==> src/hw/rtl/bfiq_pkg.sv <==
package bfiq_pkg;

    // store geometry
    localparam int FILTER_BITS_MAX = 65536;
    localparam int ADDR_W          = $clog2(FILTER_BITS_MAX);
    localparam int MOD_W           = $clog2(FILTER_BITS_MAX + 1);
    localparam int ROW_BITS        = 32;
    localparam int BIT_W           = $clog2(ROW_BITS);
    localparam int ROW_W           = ADDR_W - BIT_W;
    localparam int ROWS            = (FILTER_BITS_MAX + ROW_BITS - 1) / ROW_BITS;

    // field widths
    localparam int HASH_W  = 32;
    localparam int MODE_W  = 2;
    localparam int NP_W    = 8;
    localparam int FB_W    = 17;
    localparam int CFG_IDX_W  = 2;
    localparam int CFG_DATA_W = 17;
    localparam int FB_RESET   = 65536;

    // probe count limit
    localparam int PROBE_LIMIT = 30;
    localparam int PROBE_W     = $clog2(PROBE_LIMIT + 1);

    // rotate amount for the second hash
    localparam int ROT_AMT = 15;

    // divider lanes
    localparam int DIV_LANES = 3;
    localparam int LANE_H    = 0;
    localparam int LANE_D    = 1;
    localparam int LANE_F    = 2;
    localparam int DIV_CNT_W = $clog2(HASH_W);

    // command queue
    localparam int QDEPTH = 2;
    localparam int QPTR_W = $clog2(QDEPTH);
    localparam int QCNT_W = $clog2(QDEPTH + 1);

    // input modes
    localparam logic [MODE_W-1:0] MODE_INSERT = 2'd0;
    localparam logic [MODE_W-1:0] MODE_QUERY  = 2'd1;
    localparam logic [MODE_W-1:0] MODE_CLEAR  = 2'd2;

    // register indexes
    localparam logic [CFG_IDX_W-1:0] CFG_NUM_PROBES  = 2'd0;
    localparam logic [CFG_IDX_W-1:0] CFG_FILTER_BITS = 2'd1;

    localparam int CMP_W = (FB_W > MOD_W) ? FB_W : MOD_W;

    typedef enum logic [1:0] {
        CMD_INSERT,
        CMD_QUERY,
        CMD_PRESENT,
        CMD_CLEAR
    } t_kind;

    typedef struct packed {
        t_kind                kind;
        logic [PROBE_W-1:0]   probes;
        logic [HASH_W-1:0]    hash;
        logic [MOD_W-1:0]     modv;
    } t_cmd;

    typedef struct packed {
        logic valid;
        t_cmd cmd;
    } t_q_rd;

    typedef struct packed {
        logic init_busy;
    } t_bk_stat;

    typedef struct packed {
        logic                 start;
        logic [MOD_W-1:0]     modv;
        logic [DIV_LANES-1:0][HASH_W-1:0] num;
    } t_div_req;

    typedef struct packed {
        logic                 done;
        logic [DIV_LANES-1:0][MOD_W-1:0] rem;
    } t_div_rsp;

    function automatic logic [HASH_W-1:0] rot_hash(logic [HASH_W-1:0] h);
        return (h << ROT_AMT) | (h >> (HASH_W - ROT_AMT));
    endfunction

    // probe modulus, saturated at the store size
    function automatic logic [MOD_W-1:0] sat_mod(logic [FB_W-1:0] fb);
        logic [CMP_W-1:0] x;
        x = CMP_W'(fb);
        if (x > CMP_W'(FILTER_BITS_MAX)) begin
            return MOD_W'(FILTER_BITS_MAX);
        end
        return MOD_W'(x);
    endfunction

endpackage

==> src/hw/rtl/bfiq_queue.sv <==
module bfiq_queue (
    input  logic             i_clk,
    input  logic             i_rst_n,
    input  logic             i_push_valid,
    input  bfiq_pkg::t_cmd   i_push_cmd,
    output logic             o_push_ready,
    output bfiq_pkg::t_q_rd  o_rd,
    input  logic             i_pop
);
    import bfiq_pkg::*;

    t_cmd              r_mem [QDEPTH];
    logic [QPTR_W-1:0] r_wptr;
    logic [QPTR_W-1:0] r_rptr;
    logic [QCNT_W-1:0] r_cnt;
    logic              push;
    logic              pop;

    assign o_push_ready = (r_cnt != QCNT_W'(QDEPTH));
    assign o_rd.valid   = (r_cnt != '0);
    assign o_rd.cmd     = r_mem[r_rptr];
    assign push = i_push_valid && o_push_ready;
    assign pop  = i_pop && o_rd.valid;

    function automatic logic [QPTR_W-1:0] inc_ptr(logic [QPTR_W-1:0] p);
        return (p == QPTR_W'(QDEPTH - 1)) ? '0 : p + 1'b1;
    endfunction

    always_ff @(posedge i_clk) begin
        if (!i_rst_n) begin
            r_wptr <= '0;
            r_rptr <= '0;
            r_cnt  <= '0;
        end else begin
            if (push) begin
                r_wptr <= inc_ptr(r_wptr);
            end
            if (pop) begin
                r_rptr <= inc_ptr(r_rptr);
            end
            if (push && !pop) begin
                r_cnt <= r_cnt + 1'b1;
            end else if (pop && !push) begin
                r_cnt <= r_cnt - 1'b1;
            end
        end
    end

    always_ff @(posedge i_clk) begin
        if (push) begin
            r_mem[r_wptr] <= i_push_cmd;
        end
    end

endmodule

==> config.mk <==
export PLATFORM = sky130hd
export DESIGN_NAME = bfiq_queue
export DESIGN_NICKNAME = d
export VERILOG_FILES = /design/src/hw/rtl/bfiq_pkg.sv /design/src/hw/rtl/bfiq_queue.sv
export SDC_FILE = /design/constraint.sdc
export NUM_CORES = 1
export LEC_CHECK = 0
export BUFFER_PORTS_ARGS = -buffer_cell sky130_fd_sc_hd__buf_2
export CORE_MARGIN = 2
export CORE_UTILIZATION = 40
export DETAILED_ROUTE_END_ITERATION = 10
export GPL_TIMING_DRIVEN = 1
export PLACE_DENSITY = 0.66
export SYNTH_ARGS = -nofsm -noshare
export SYNTH_HDL_FRONTEND = slang
export SYNTH_SLANG_ARGS = --single-unit
==> constraint.sdc <==
create_clock -name i_clk -period 5.93 [get_ports i_clk]
set_input_delay 0.593 -clock i_clk [delete_from_list [all_inputs] [get_ports i_clk]]
set_output_delay 0.593 -clock i_clk [all_outputs]
set_load 0.01 [all_outputs]
* After elaboration in Yosys (flattened, before gate mapping)
Memories as Yosys holds them, arrays and structs flattened. A register that Yosys moved wholly into a read port is not among the register bits. Index checks and enable logic that the tools add are counted.
Word-level totals: register bits after elaboration 4, bits in writable memories 112, word-level logic and storage cells 25, memories kept 1
Cells by class: add/subtract/negate cells 4, equality and inequality tests 1, multiplexer cells 8, reduce and logical (&&, ||, !) cells 8
Memory list:
- r_mem | words 2, width 56, rd ports 1, clocked after Yosys merged registers in 1, write ports 1, line bfiq_queue.sv:12 | t_cmd r_mem [QDEPTH];
Operators by type and width (count):
- two-way mux 1 bit | 6
- logical AND 1 bit | 4
- two-way mux 2 bit | 2
- nonzero test 2 bit | 2
- adder 1 bit (second input constant) | 2
- adder 2 x 1 -> 2 bit (second input constant) | 1
- zero test 1 bit | 2
- inequality test 2 bit (second input constant) | 1
- subtractor 2 x 1 -> 2 bit (second input constant) | 1

* Logic depth before layout (Yosys ltp)
depth in word-level cells 6, gate-level depth with buffers 6

* Worst setup path after synthesis
Ideal clock, no wire load.
path type input port to flip-flop, from input i_push_valid, to memory r_mem[1][0] (netlist name), enable pin, library setup time 420 ps, arrival time 1967 ps, setup slack 3543 ps, stages 1, cell sequence and3_1
On the way: word-level cells in the longest chain between the ends 3
Ends and longest elaborated chain:
- start: declaration | line bfiq_queue.sv:4 | input logic i_push_valid,
- logical AND 1 bit | line bfiq_queue.sv:22 | assign push = i_push_valid && o_push_ready;
- two-way mux 1 bit | line bfiq_queue.sv:50 | if (push) begin
- two-way mux 1 bit (implied by the code) | line bfiq_queue.sv:51 | r_mem[r_wptr] <= i_push_cmd;
- end: declaration | line bfiq_queue.sv:12
No other way between the ends.

==> load_flow_metrics.sql <==
INSERT INTO impl_metrics (metric_group, metric, value, unit) VALUES
('timing', 'unrepaired_setup_endpoints_after_global_routing', 'no', ''),
('timing', 'worst_slack', '3.049', 'ns'),
('clock_tree', 'post-cts-setup-buffer-count', '0', ''),
('worst_setup_path', 'cp-start-kind', 'register', ''),
('worst_setup_path', 'setup.reg_to_reg.worst_slack', '3.92', 'ns'),
('power', 'p_total', '2.463', 'mW'),
('clock_tree', 'post_cts_resized', '0', ''),
('worst_setup_path', 'worst-path-max-fanout', '31', ''),
('drt', 'final_routed_wire_length_divided_by_cell_count', '15.35', 'um'),
('yosys', 'synthesis.nets', '259', ''),
('yosys', 'synth.lib_cells_used.distinct', '20', ''),
('drt', 'drt-total-wl', '7.323', 'mm'),
('floorplanning', 'fp.coreArea', '10370', 'um2'),
('flow_run', 'max_cap_viol_count', '0', ''),
('status', 'run_status', 'completed', ''),
('global_routing', 'via_count_of_the_first_global_routing_pass', '2210', ''),
('power', 'power.share.switching', '0.2571', ''),
('global_routing', 'grt_pass1_wl', '10.84', 'mm'),
('worst_hold_path', 'hold_path.class', 'primary input to register', ''),
('cells_and_area', 'seq_area', '3465', 'um2'),
('worst_setup_path', 'crit-reg2reg-capture', 'r_mem[0][1]', ''),
('timing', 'hold_viol', '0', ''),
('worst_setup_path', 'path_class', 'register to primary output', ''),
('floorplanning', 'die_area', '11530', 'um2'),
('worst_setup_path', 'r2r.worst_path.cells', '4', ''),
('cells_and_area', 'multi_input_area', '770.7', 'um2'),
('cells_and_area', 'syn_to_final_growth', '29.17', '%'),
('cells_and_area', 'most-common-layout-cells', '117 x buf_2, 112 x edfxtp_1, 56 x mux2_2', ''),
('worst_setup_path', 'critPathCaptureType', 'primary output', ''),
('floorplanning', 'die_y', '107.4', 'um'),
('clock_tree', 'h-tree-depth', '4', ''),
('cells_and_area', 'fin_area', '5524', 'um2'),
('timing', 'final-max-slew-violation-count', '0', ''),
('placement', 'place_hpwl', '4.575', 'mm'),
('global_routing', 'antenna_found_initial', '0', ''),
('drt', 'routed-via-count', '2228', ''),
('power', 'ir_drop', '216.2', 'uV'),
('timing', 'timing.max_slew.rel_slack', '0.4921', ''),
('worst_setup_path', 'r2r-start', 'r_cnt[0]', ''),
('timing', 'worst_pin_slew', '0.7619', 'ns'),
('placement', 'post-place-ws', '3.502', 'ns'),
('yosys', 'ys_warn_count', '0', ''),
('timing', 'finalCritPeriodShare', '0.4859', ''),
('power', 'p_comb_frac', '0.208', ''),
('cells_and_area', 'antenna_cells', '0', ''),
('clock_tree', 'cts_num_sinks', '117', ''),
('power', 'clockPowerShare', '0.350', ''),
('yosys', 'yosys_register_bits', '117', ''),
('placement', 'detailed_place.area', '5017', 'um2'),
('cells_and_area', 'fillers', '859', ''),
('clock_tree', 'clock_tree.root_cell', 'clkbuf_8', ''),
('timing', 'post_route_setup_tns', '0', 'ns'),
('power', 'total_leakage_power', '2.070', 'nW'),
('power', 'power.sequential.fraction', '0.442', ''),
('drt', 'dr.pass1.iters', '4', ''),
('cells_and_area', 'finalNetCount', '392', ''),
('cells_and_area', 'final_layout_size_suffix_gt1_frac', '0.6129', ''),
('timing', 'finalSetupViolations', '0', ''),
('worst_setup_path', 'cp.arrival', '2.29', 'ns'),
('cells_and_area', 'final_core_utilization', '0.5327', ''),
('worst_setup_path', 'cp_slowest_stage_delay', '0.74', 'ns'),
('power', 'powerDensity', '446.0', 'nW/um2'),
('clock_tree', 'cts_made_buffers', '17', ''),
('timing', 'worst_clock_skew', '0.008381', 'ns'),
('worst_setup_path', 'crit_path_end', 'o_rd[12]', ''),
('drt', 'antenna_violating_nets_post_route', '0', ''),
('worst_setup_path', 'cp_cell_sequence', 'buf_4 -> mux2_2 -> buf_2', ''),
('floorplanning', 'core.rowCount', '37', ''),
('clock_tree', 'worst_skew_pair.late_latency', '0.50', 'ns'),
('worst_setup_path', 'required', '5.34', 'ns'),
('floorplanning', 'boundaryPins', '118', '');
## worst max-delay path, delay by kind of cell, from the launching register on
kind	cells	cell delay [ns]
multiplexers	1	0.40
buffers and inverters	2	0.64
flip-flops	1	0.74
## layout make-up
type / instances / share of cell area
inverters: 1 / 0.0006795
clock buffers: 17 / 0.07497
multi-input cells: 74 / 0.1395
clock inverters: 12 / 0.01676
repair buffers: 120 / 0.1101
well taps: 136 / 0.03080
flip-flops and latches: 117 / 0.6272
## registers in the layout, summed over array words and instances (netlist names), named ones only
register / flops
r_rptr: 1
r_cnt: 2
r_mem: 112
r_wptr: 1
## worst min path at each step
stage	slack, ns	endpoint	cells after the start	from
2_1_floorplan	0.51	r_cnt[1]	2	r_cnt[1]
3_3_place_gp	0.52	r_cnt[1]	2	r_cnt[1]
3_5_place_dp	0.55	r_cnt[1]	2	r_cnt[1]
4_1_cts	0.26	r_mem[0][44]	1	i_push_cmd[44]
5_1_grt	0.25	r_mem[1][44]	1	i_push_cmd[44]
6_report	0.28	r_mem[0][44]	1	i_push_cmd[44]
## power by group through the flow
stage	Sequential, mW	Clock [mW]	Combinational (mW)
final	1.09	0.863	0.512
after global routing	1.10	0.921	0.556
after CTS	1.09	0.884	0.524
after detailed placement	1.11	0	0.523
after global placement	1.10	0	0.516
after floorplan	1.08	0	0.360
## Yosys cell counts
library cell | n | area (um2)
a21bo_2 | 1 | 10.01
a21boi_0 | 1 | 7.510
a21boi_1 | 1 | 7.510
and2_1 | 4 | 25.02
and3_1 | 1 | 6.260
buf_2 | 2 | 10.01
buf_4 | 4 | 30.03
dfxtp_1 | 5 | 100.1
edfxtp_1 | 112 | 3363
ha_1 | 1 | 12.51
inv_1 | 1 | 3.750
mux2_2 | 56 | 630.6
nand2b_4 | 1 | 13.76
nand3b_1 | 1 | 7.510
o21ai_0 | 1 | 5.000
o21ai_1 | 1 | 5.000
or2_2 | 1 | 6.260
or3_1 | 1 | 6.260
xnor2_1 | 2 | 17.52
xor2_1 | 1 | 8.760
## metal layers
layer | GRT usage | up-vias | wire (um)
met5 | 0 | - | 0
li1 | - | 1051 | -
met3 | 0.05448 | 8 | 446
met2 | 0.2098 | 79 | 3632
met4 | 0.04670 | 0 | 57
met1 | 0.1510 | 1090 | 3186
## through the flow
stage	hold WS (ns)	instances
floorplan	0.5124	198
global placement	0.5245	448
detailed placement	0.5473	448
CTS	0.2555	477
global route	0.2525	477
finish	0.2809	477
## cell families after synthesis
logic type      after synthesis  share of synthesized area
simple gates                  9                    0.01522
compound gates                5                   0.008191
xor+xnor                      3                   0.006145
flops                       117                     0.8098
mux                          56                     0.1475
buf+inv                       7                    0.01024
fa+ha+maj                     1                   0.002925
No activity file was read; power rests on OpenSTA's default activity.
