===== src/hw/rtl/bfiq_pkg.sv =====
package bfiq_pkg;

    // store geometry
    localparam int FILTER_BITS_MAX = 65536;
    localparam int ADDR_W          = $clog2(FILTER_BITS_MAX);
    localparam int MOD_W           = $clog2(FILTER_BITS_MAX + 1);
    localparam int ROW_BITS        = 32;
    localparam int BIT_W           = $clog2(ROW_BITS);
    localparam int ROW_W           = ADDR_W - BIT_W;
    localparam int ROWS            = (FILTER_BITS_MAX + ROW_BITS - 1) / ROW_BITS;

    // field widths
    localparam int HASH_W  = 32;
    localparam int MODE_W  = 2;
    localparam int NP_W    = 8;
    localparam int FB_W    = 17;
    localparam int CFG_IDX_W  = 2;
    localparam int CFG_DATA_W = 17;
    localparam int FB_RESET   = 65536;

    // probe count limit
    localparam int PROBE_LIMIT = 30;
    localparam int PROBE_W     = $clog2(PROBE_LIMIT + 1);

    // rotate amount for the second hash
    localparam int ROT_AMT = 15;

    // divider lanes
    localparam int DIV_LANES = 3;
    localparam int LANE_H    = 0;
    localparam int LANE_D    = 1;
    localparam int LANE_F    = 2;
    localparam int DIV_CNT_W = $clog2(HASH_W);

    // command queue
    localparam int QDEPTH = 2;
    localparam int QPTR_W = $clog2(QDEPTH);
    localparam int QCNT_W = $clog2(QDEPTH + 1);

    // input modes
    localparam logic [MODE_W-1:0] MODE_INSERT = 2'd0;
    localparam logic [MODE_W-1:0] MODE_QUERY  = 2'd1;
    localparam logic [MODE_W-1:0] MODE_CLEAR  = 2'd2;

    // register indexes
    localparam logic [CFG_IDX_W-1:0] CFG_NUM_PROBES  = 2'd0;
    localparam logic [CFG_IDX_W-1:0] CFG_FILTER_BITS = 2'd1;

    localparam int CMP_W = (FB_W > MOD_W) ? FB_W : MOD_W;

    typedef enum logic [1:0] {
        CMD_INSERT,
        CMD_QUERY,
        CMD_PRESENT,
        CMD_CLEAR
    } t_kind;

    typedef struct packed {
        t_kind                kind;
        logic [PROBE_W-1:0]   probes;
        logic [HASH_W-1:0]    hash;
        logic [MOD_W-1:0]     modv;
    } t_cmd;

    typedef struct packed {
        logic valid;
        t_cmd cmd;
    } t_q_rd;

    typedef struct packed {
        logic init_busy;
    } t_bk_stat;

    typedef struct packed {
        logic                 start;
        logic [MOD_W-1:0]     modv;
        logic [DIV_LANES-1:0][HASH_W-1:0] num;
    } t_div_req;

    typedef struct packed {
        logic                 done;
        logic [DIV_LANES-1:0][MOD_W-1:0] rem;
    } t_div_rsp;

    function automatic logic [HASH_W-1:0] rot_hash(logic [HASH_W-1:0] h);
        return (h << ROT_AMT) | (h >> (HASH_W - ROT_AMT));
    endfunction

    // probe modulus, saturated at the store size
    function automatic logic [MOD_W-1:0] sat_mod(logic [FB_W-1:0] fb);
        logic [CMP_W-1:0] x;
        x = CMP_W'(fb);
        if (x > CMP_W'(FILTER_BITS_MAX)) begin
            return MOD_W'(FILTER_BITS_MAX);
        end
        return MOD_W'(x);
    endfunction

endpackage


===== src/hw/rtl/bfiq_if.sv =====
interface bfiq_item_if;
    import bfiq_pkg::*;
    logic                valid;
    logic                ready;
    logic [MODE_W-1:0]   mode;
    logic [HASH_W-1:0]   hash_value;
    modport source (output valid, output mode, output hash_value, input ready);
    modport sink   (input valid, input mode, input hash_value, output ready);
endinterface


interface bfiq_cfg_if;
    import bfiq_pkg::*;
    logic                   valid;
    logic                   ready;
    logic [CFG_IDX_W-1:0]   index;
    logic [CFG_DATA_W-1:0]  data;
    modport source (output valid, output index, output data, input ready);
    modport sink   (input valid, input index, input data, output ready);
endinterface


===== src/hw/rtl/bfiq_front.sv =====
module bfiq_front (
    input  logic              i_clk,
    input  logic              i_rst_n,
    bfiq_item_if.sink         i_item,
    bfiq_cfg_if.sink          i_cfg,
    input  bfiq_pkg::t_bk_stat i_stat,
    input  logic              i_push_ready,
    output logic              o_push_valid,
    output bfiq_pkg::t_cmd    o_push_cmd
);
    import bfiq_pkg::*;

    logic [NP_W-1:0]    r_num_probes;
    logic [FB_W-1:0]    r_filter_bits;
    logic [MOD_W-1:0]   modv;
    logic [PROBE_W-1:0] k_ins;
    logic               np_big;
    logic               np_zero;
    logic               keep;
    t_cmd               cmd;

    assign i_cfg.ready = 1'b1;

    always_ff @(posedge i_clk) begin
        if (!i_rst_n) begin
            r_num_probes  <= NP_W'(1);
            r_filter_bits <= FB_W'(FB_RESET);
        end else if (i_cfg.valid) begin
            case (i_cfg.index)
                CFG_NUM_PROBES:  r_num_probes  <= i_cfg.data[NP_W-1:0];
                CFG_FILTER_BITS: r_filter_bits <= i_cfg.data[FB_W-1:0];
                default: ;
            endcase
        end
    end

    assign modv    = sat_mod(r_filter_bits);
    assign np_big  = (r_num_probes > NP_W'(PROBE_LIMIT));
    assign np_zero = (r_num_probes == '0);
    assign k_ins   = np_big ? PROBE_W'(PROBE_LIMIT) : r_num_probes[PROBE_W-1:0];

    // classify; empty inserts and unused modes are dropped here
    always_comb begin
        cmd.hash   = i_item.hash_value;
        cmd.modv   = modv;
        cmd.probes = k_ins;
        cmd.kind   = CMD_CLEAR;
        keep       = 1'b0;
        case (i_item.mode)
            MODE_INSERT: begin
                cmd.kind = CMD_INSERT;
                keep     = !np_zero && (modv != '0);
            end
            MODE_QUERY: begin
                keep = 1'b1;
                if (np_big || np_zero || (modv == '0)) begin
                    cmd.kind = CMD_PRESENT;
                end else begin
                    cmd.kind = CMD_QUERY;
                end
            end
            MODE_CLEAR: begin
                cmd.kind = CMD_CLEAR;
                keep     = 1'b1;
            end
            default: keep = 1'b0;
        endcase
    end

    assign i_item.ready = i_push_ready && !i_stat.init_busy;
    assign o_push_valid = i_item.valid && i_item.ready && keep;
    assign o_push_cmd   = cmd;

endmodule


===== src/flat_wrapper.sv =====
// flat-port wrapper written by rule: the top's interface ports become plain ports
module bfiq_front_flat import bfiq_pkg::*;
  (i_clk, i_rst_n, i_stat, i_push_ready, o_push_valid, o_push_cmd, i_item_valid, i_item_mode, i_item_hash_value, i_item_ready, i_cfg_valid, i_cfg_index, i_cfg_data, i_cfg_ready);
  bfiq_item_if i_item_i ();
  bfiq_cfg_if i_cfg_i ();
  input  logic i_clk;
  input  logic i_rst_n;
  input  bfiq_pkg::t_bk_stat i_stat;
  input  logic i_push_ready;
  output logic o_push_valid;
  output bfiq_pkg::t_cmd o_push_cmd;
  input wire logic [$bits(i_item_i.valid)-1:0] i_item_valid;
  input wire logic [$bits(i_item_i.mode)-1:0] i_item_mode;
  input wire logic [$bits(i_item_i.hash_value)-1:0] i_item_hash_value;
  output wire logic [$bits(i_item_i.ready)-1:0] i_item_ready;
  input wire logic [$bits(i_cfg_i.valid)-1:0] i_cfg_valid;
  input wire logic [$bits(i_cfg_i.index)-1:0] i_cfg_index;
  input wire logic [$bits(i_cfg_i.data)-1:0] i_cfg_data;
  output wire logic [$bits(i_cfg_i.ready)-1:0] i_cfg_ready;
  assign i_item_i.valid = i_item_valid;
  assign i_item_i.mode = i_item_mode;
  assign i_item_i.hash_value = i_item_hash_value;
  assign i_item_ready = i_item_i.ready;
  assign i_cfg_i.valid = i_cfg_valid;
  assign i_cfg_i.index = i_cfg_index;
  assign i_cfg_i.data = i_cfg_data;
  assign i_cfg_ready = i_cfg_i.ready;
  bfiq_front u_core (.i_clk(i_clk), .i_rst_n(i_rst_n), .i_item(i_item_i), .i_cfg(i_cfg_i), .i_stat(i_stat), .i_push_ready(i_push_ready), .o_push_valid(o_push_valid), .o_push_cmd(o_push_cmd));
endmodule

===== config.mk =====
export PLATFORM = sky130hd
export DESIGN_NAME = bfiq_front_flat
export DESIGN_NICKNAME = d
export VERILOG_FILES = /design/src/hw/rtl/bfiq_pkg.sv /design/src/hw/rtl/bfiq_if.sv /design/src/hw/rtl/bfiq_front.sv /design/src/flat_wrapper.sv
export SDC_FILE = /design/constraint.sdc
export NUM_CORES = 1
export LEC_CHECK = 0
export ABC_CLOCK_PERIOD_IN_PS = 2600
export BUFFER_PORTS_ARGS = -buffer_cell sky130_fd_sc_hd__buf_2
export CORE_MARGIN = 10
export CORE_UTILIZATION = 43
export DETAILED_ROUTE_END_ITERATION = 12
export PLACE_DENSITY = 0.86
export SETUP_SLACK_MARGIN = 0.2
export SLEW_MARGIN = 25
export SYNTH_ARGS = -nofsm -noshare
export SYNTH_HDL_FRONTEND = slang
export SYNTH_SLANG_ARGS = --single-unit
export TNS_END_PERCENT = 5

===== constraint.sdc =====
create_clock -name i_clk -period 2.6 [get_ports i_clk]
set_input_delay 0.26 -clock i_clk [delete_from_list [all_inputs] [get_ports i_clk]]
set_output_delay 0.26 -clock i_clk [all_outputs]
set_load 0.01 [all_outputs]

* Word-level counts from Yosys, hierarchy flattened *
Cells that the tools add are included.

word-level totals
  flip-flop bits (word level) = 25
  input port bits = 59
  logic and storage cells = 30

cells by class
  magnitude comparators = 2
  equality and inequality tests = 3
  multiplexer cells = 7
  reduce and logical (&&, ||, !) cells = 16

operators with widths
  cell                  count
  $mux 17               2
  $gt 17x17->1 const B  1
  $logic_not 17->1      1
  $reduce_bool 17->1    1
  $gt 8x5->1 const B    1
  $logic_not 8->1       1
  $mux 5                1
  $eq 2x1->1 const B    2
  $logic_and 1x1->1     4
  $logic_not 2->1       2
  $pmux 2 s2            1
  $reduce_and 2->1      2
  $eq 2x2->1 const B    1
  $logic_not 1->1       2
  $logic_or 1x1->1      2
  $mux 2                1
  $pmux 1 s2            1
  $reduce_or 2->1       1
  $mux 1                1

* Longest topological paths before layout *
  depth in word-level cells = 7
  depth in mapped cells = 5
  gate-level depth less buffers = 4

* Worst setup path before layout *
Ideal clock, no wire load.

  kind = register to output
  start point = register u_core.r_num_probes[5]
  end point = output port o_push_cmd[54] (netlist name)
  arrival time = 1,155 ps
  data required time = 2,340 ps
  path slack = 1,185 ps
  cell stages (with the launch flop) = 5
  path buffers = 0
  path through = dfxtp_1 nor3_2 o21a_1 nand2_1 o32ai_1

RTL lines
  element                   line                RTL
  start: declaration        bfiq_front.sv:13    logic [NP_W-1:0] r_num_probes;
  start signal: assignment  bfiq_front.sv:30    CFG_NUM_PROBES: r_num_probes <= i_cfg.data[NP_W-1:0];
  end: declaration          flat_wrapper.sv:11  output bfiq_pkg::t_cmd o_push_cmd;

==> results.py <==
metrics = {
    "timing": {
        "tns_ps": 0,
        "setup_viol": 0,
        "max_freq_mhz": 506,
        "skew_ps": 0,
        "tightest_slew_ps": 673,
        "relSlewSlack_pct": 55.0,
        "slew_violations": 0,
        "rsz0062_at_grt": "no",
        "hold_viol": 0,
        "timing.final.crit_share_pct": 76.0,
        "post-route-min-period_ps": 1980,
    },
    "setup_path": {
        "critPathSlowestCell": "dfxtp_1",
        "path_class": "flop to primary output",
        "end_kind": "primary output",
        "slowest_delay_ps": 710,
        "crit_buf_inv": 1,
        "cp-start-kind": "flop",
        "cp.required_ps": 2340,
        "rrSetupSlack_ps": 1640,
        "arrival_ps": 1720,
        "path_delay_family": "flip-flops",
        "cp_max_fo": 19,
        "crit_chain": "nor2_1, o32a_1, buf_2",
    },
    "die": {
        "die_area_um2": 6280,
        "io_pins": 118,
        "core_um2": 3360,
        "die_h_um": 79.3,
        "num_rows": 21,
        "die_width_um": 79.3,
        "start_util_pct": 44.9,
    },
    "place": {
        "gp_congestion": 0.735,
        "port-buffer-count": 52,
        "post-dp-hpwl_um": 2640,
        "postPlaceCellArea_um2": 1550,
    },
    "detailed_routing": {
        "vias": 1131,
        "antenna_left": 0,
        "drt-total-wl_um": 3270,
        "initialDrtViolationCount": 106,
        "first_pass_iters": 4,
        "wire_per_inst_um": 13.3,
        "drc": 0,
        "via_per_inst": 4.60,
    },
    "grt": {
        "track_usage_pct": 10.4,
        "grt_max_degree": 26,
        "antenna_found_initial": 0,
        "grt_pass1_wl_um": 5460,
        "grt_pass1_vias": 1168,
        "overflow": 0,
    },
    "cells_and_area": {
        "stdcell_area_um2": 1580,
        "num_antenna_cells": 0,
        "fin_nets": 263,
        "layout_common_cells": "52 x buf_2, 39 x nand2_1, 25 x dfxtp_1",
        "area_growth_pct": 4.56,
        "drive_gt1_share_pct": 30.0,
        "layout_commonest_cell": "buf_2",
    },
    "logic_synthesis": {
        "synth_top_family_by_area": "simple AND/OR/NAND/NOR gates",
        "synthAdderAreaFrac_pct": 2.49,
        "avgSynthCellArea_um2": 8.21,
        "synth_largest_area_cell": "dfxtp_1",
        "ys_warn_count": 0,
        "synth_nets": 246,
        "ys_types": 28,
        "syn-cell-area_um2": 1510,
        "synthCells": 184,
        "synth-xor-area-share_pct": 0,
        "post-synth-top-area-fraction_pct": 33.1,
        "synthMuxAreaShare_pct": 5.30,
        "synth_compound_area_share_pct": 10.7,
        "yosys-top-cells-area": "dfxtp_1 33%, buf_4 16%, nand2_1 9.7%",
        "yosys.area_share.simple_pct": 28.7,
        "synth_seq_cells": 25,
        "ys_seq_area_share_pct": 33.1,
    },
    "clock_tree": {
        "clock-root-buffer": "clkbuf_4",
        "cts.sinks": 25,
        "cts_buffers": 3,
        "ctsHtreeMaxLevel": 1,
        "cts_setup_buffers": 0,
        "clockBufferDepth": 2,
        "worstSkewPairLatency_ps": 300,
        "clk_pin_slew_ps": 130,
        "cts_tree": "done",
        "post_cts_resized": 0,
        "cts-hold-fix-buffers": 0,
    },
    "power_and_ir_drop": {
        "leakage_nw": 0.682,
        "power.density_nw_per_um2": 441,
        "vdd_drop_max_v": 0.000156,
    },
    "job": {
        "drv_cap": 0,
    },
    "status": {
        "status": "finished clean",
    },
    "hold_path": {
        "min_path_type": "primary input to flop",
    },
}
[state kept, by name, indices dropped and copies added (netlist names)]
signal	count
u_core.r_filter_bits	17
u_core.r_num_probes	8
[metrics by stage]
step	util [%]	total power [W]	hold WS, ps	instances	worst slack (ps)
after floorplan	-	0.000538	384	184	1190
after global placement	46.2	0.000535	454	242	1030
after detailed placement	46.2	0.000538	462	242	986
after CTS	46.9	0.000702	171	246	632
after global routing	46.9	0.000736	169	246	493
final	46.9	0.000697	168	246	624
[metal layers]
layer / vias to the layer above / part of all wire (%) / global-route usage (%)
li1: 597 / - / -
met1: 499 / 41 / 11.1
met2: 31 / 50 / 17.9
met3: 4 / 8.2 / 4.05
met4: 0 / 0.52 / 3.94
met5: - / 0 / 0
[report_power, final]
group / total, W / leakage, nW / switching (W) / internal, W
clock: 0.000169 / 0.0150 / 0.000109 / 0.0000598
sequential: 0.000409 / 0.203 / 0.0000129 / 0.000396
combinational: 0.000118 / 0.464 / 0.0000602 / 0.0000582
[kinds of logic (layout without fill, tap and decap cells)]
| group | after synthesis | after routing |
|---|---|---|
| other | 1 | 1 |
| AND/OR/NAND/NOR | 82 | 82 |
| flip-flops | 25 | 25 |
| adder cells (fa/ha/maj) | 3 | 3 |
| buffers and inverters | 44 | 60 |
| AO/OA/AOI/OAI | 21 | 21 |
| multiplexers | 8 | 8 |
[path summary, 6_finish.rpt]
check                                          endpoint  depth (start not counted)                                   from
setup reg to reg  u_core.r_filter_bits[16]$_SDFFE_PN1P_                          2  u_core.r_filter_bits[16]$_SDFFE_PN1P_
setup / recovery                         o_push_cmd[55]                          3  u_core.r_filter_bits[16]$_SDFFE_PN1P_
hold reg to reg   u_core.r_filter_bits[14]$_SDFFE_PN0P_                          2  u_core.r_filter_bits[14]$_SDFFE_PN0P_
hold / removal    u_core.r_filter_bits[16]$_SDFFE_PN1P_                          3                         i_cfg_data[16]
[Yosys cell counts]
cell / count
nor3_2: 1
buf_2: 4
o32a_1: 1
and3b_1: 2
or4_4: 1
conb_1: 1
buf_4: 33
mux2i_1: 8
nand2b_1: 4
o31ai_1: 1
inv_1: 3
and2_2: 1
nand2_1: 39
nor2b_1: 23
o21a_1: 1
nand3_1: 2
nand4_1: 1
nor2_4: 1
nand3b_1: 1
o32ai_1: 1
a21boi_1: 9
nor3b_1: 1
nor2_1: 1
dfxtp_1: 25
clkbuf_1: 4
ha_1: 3
nor4_1: 4
a21boi_0: 8
[cell type report]
cell class                      instances  area (um2)
Fill cell                             355        1780
Inverter                                3        11.3
Timing Repair Buffer                   53         268
Clock buffer                            4        26.3
Sequential cell                        25         500
Tap cell                               46        57.6
Multi-Input combinational cell        115         716
[worst min-delay path, cell delays in order]
cell     delay [ps]
buf_2            80
nand2_1          50
nand3_1          70
Power figures use the tool's default switching activity.
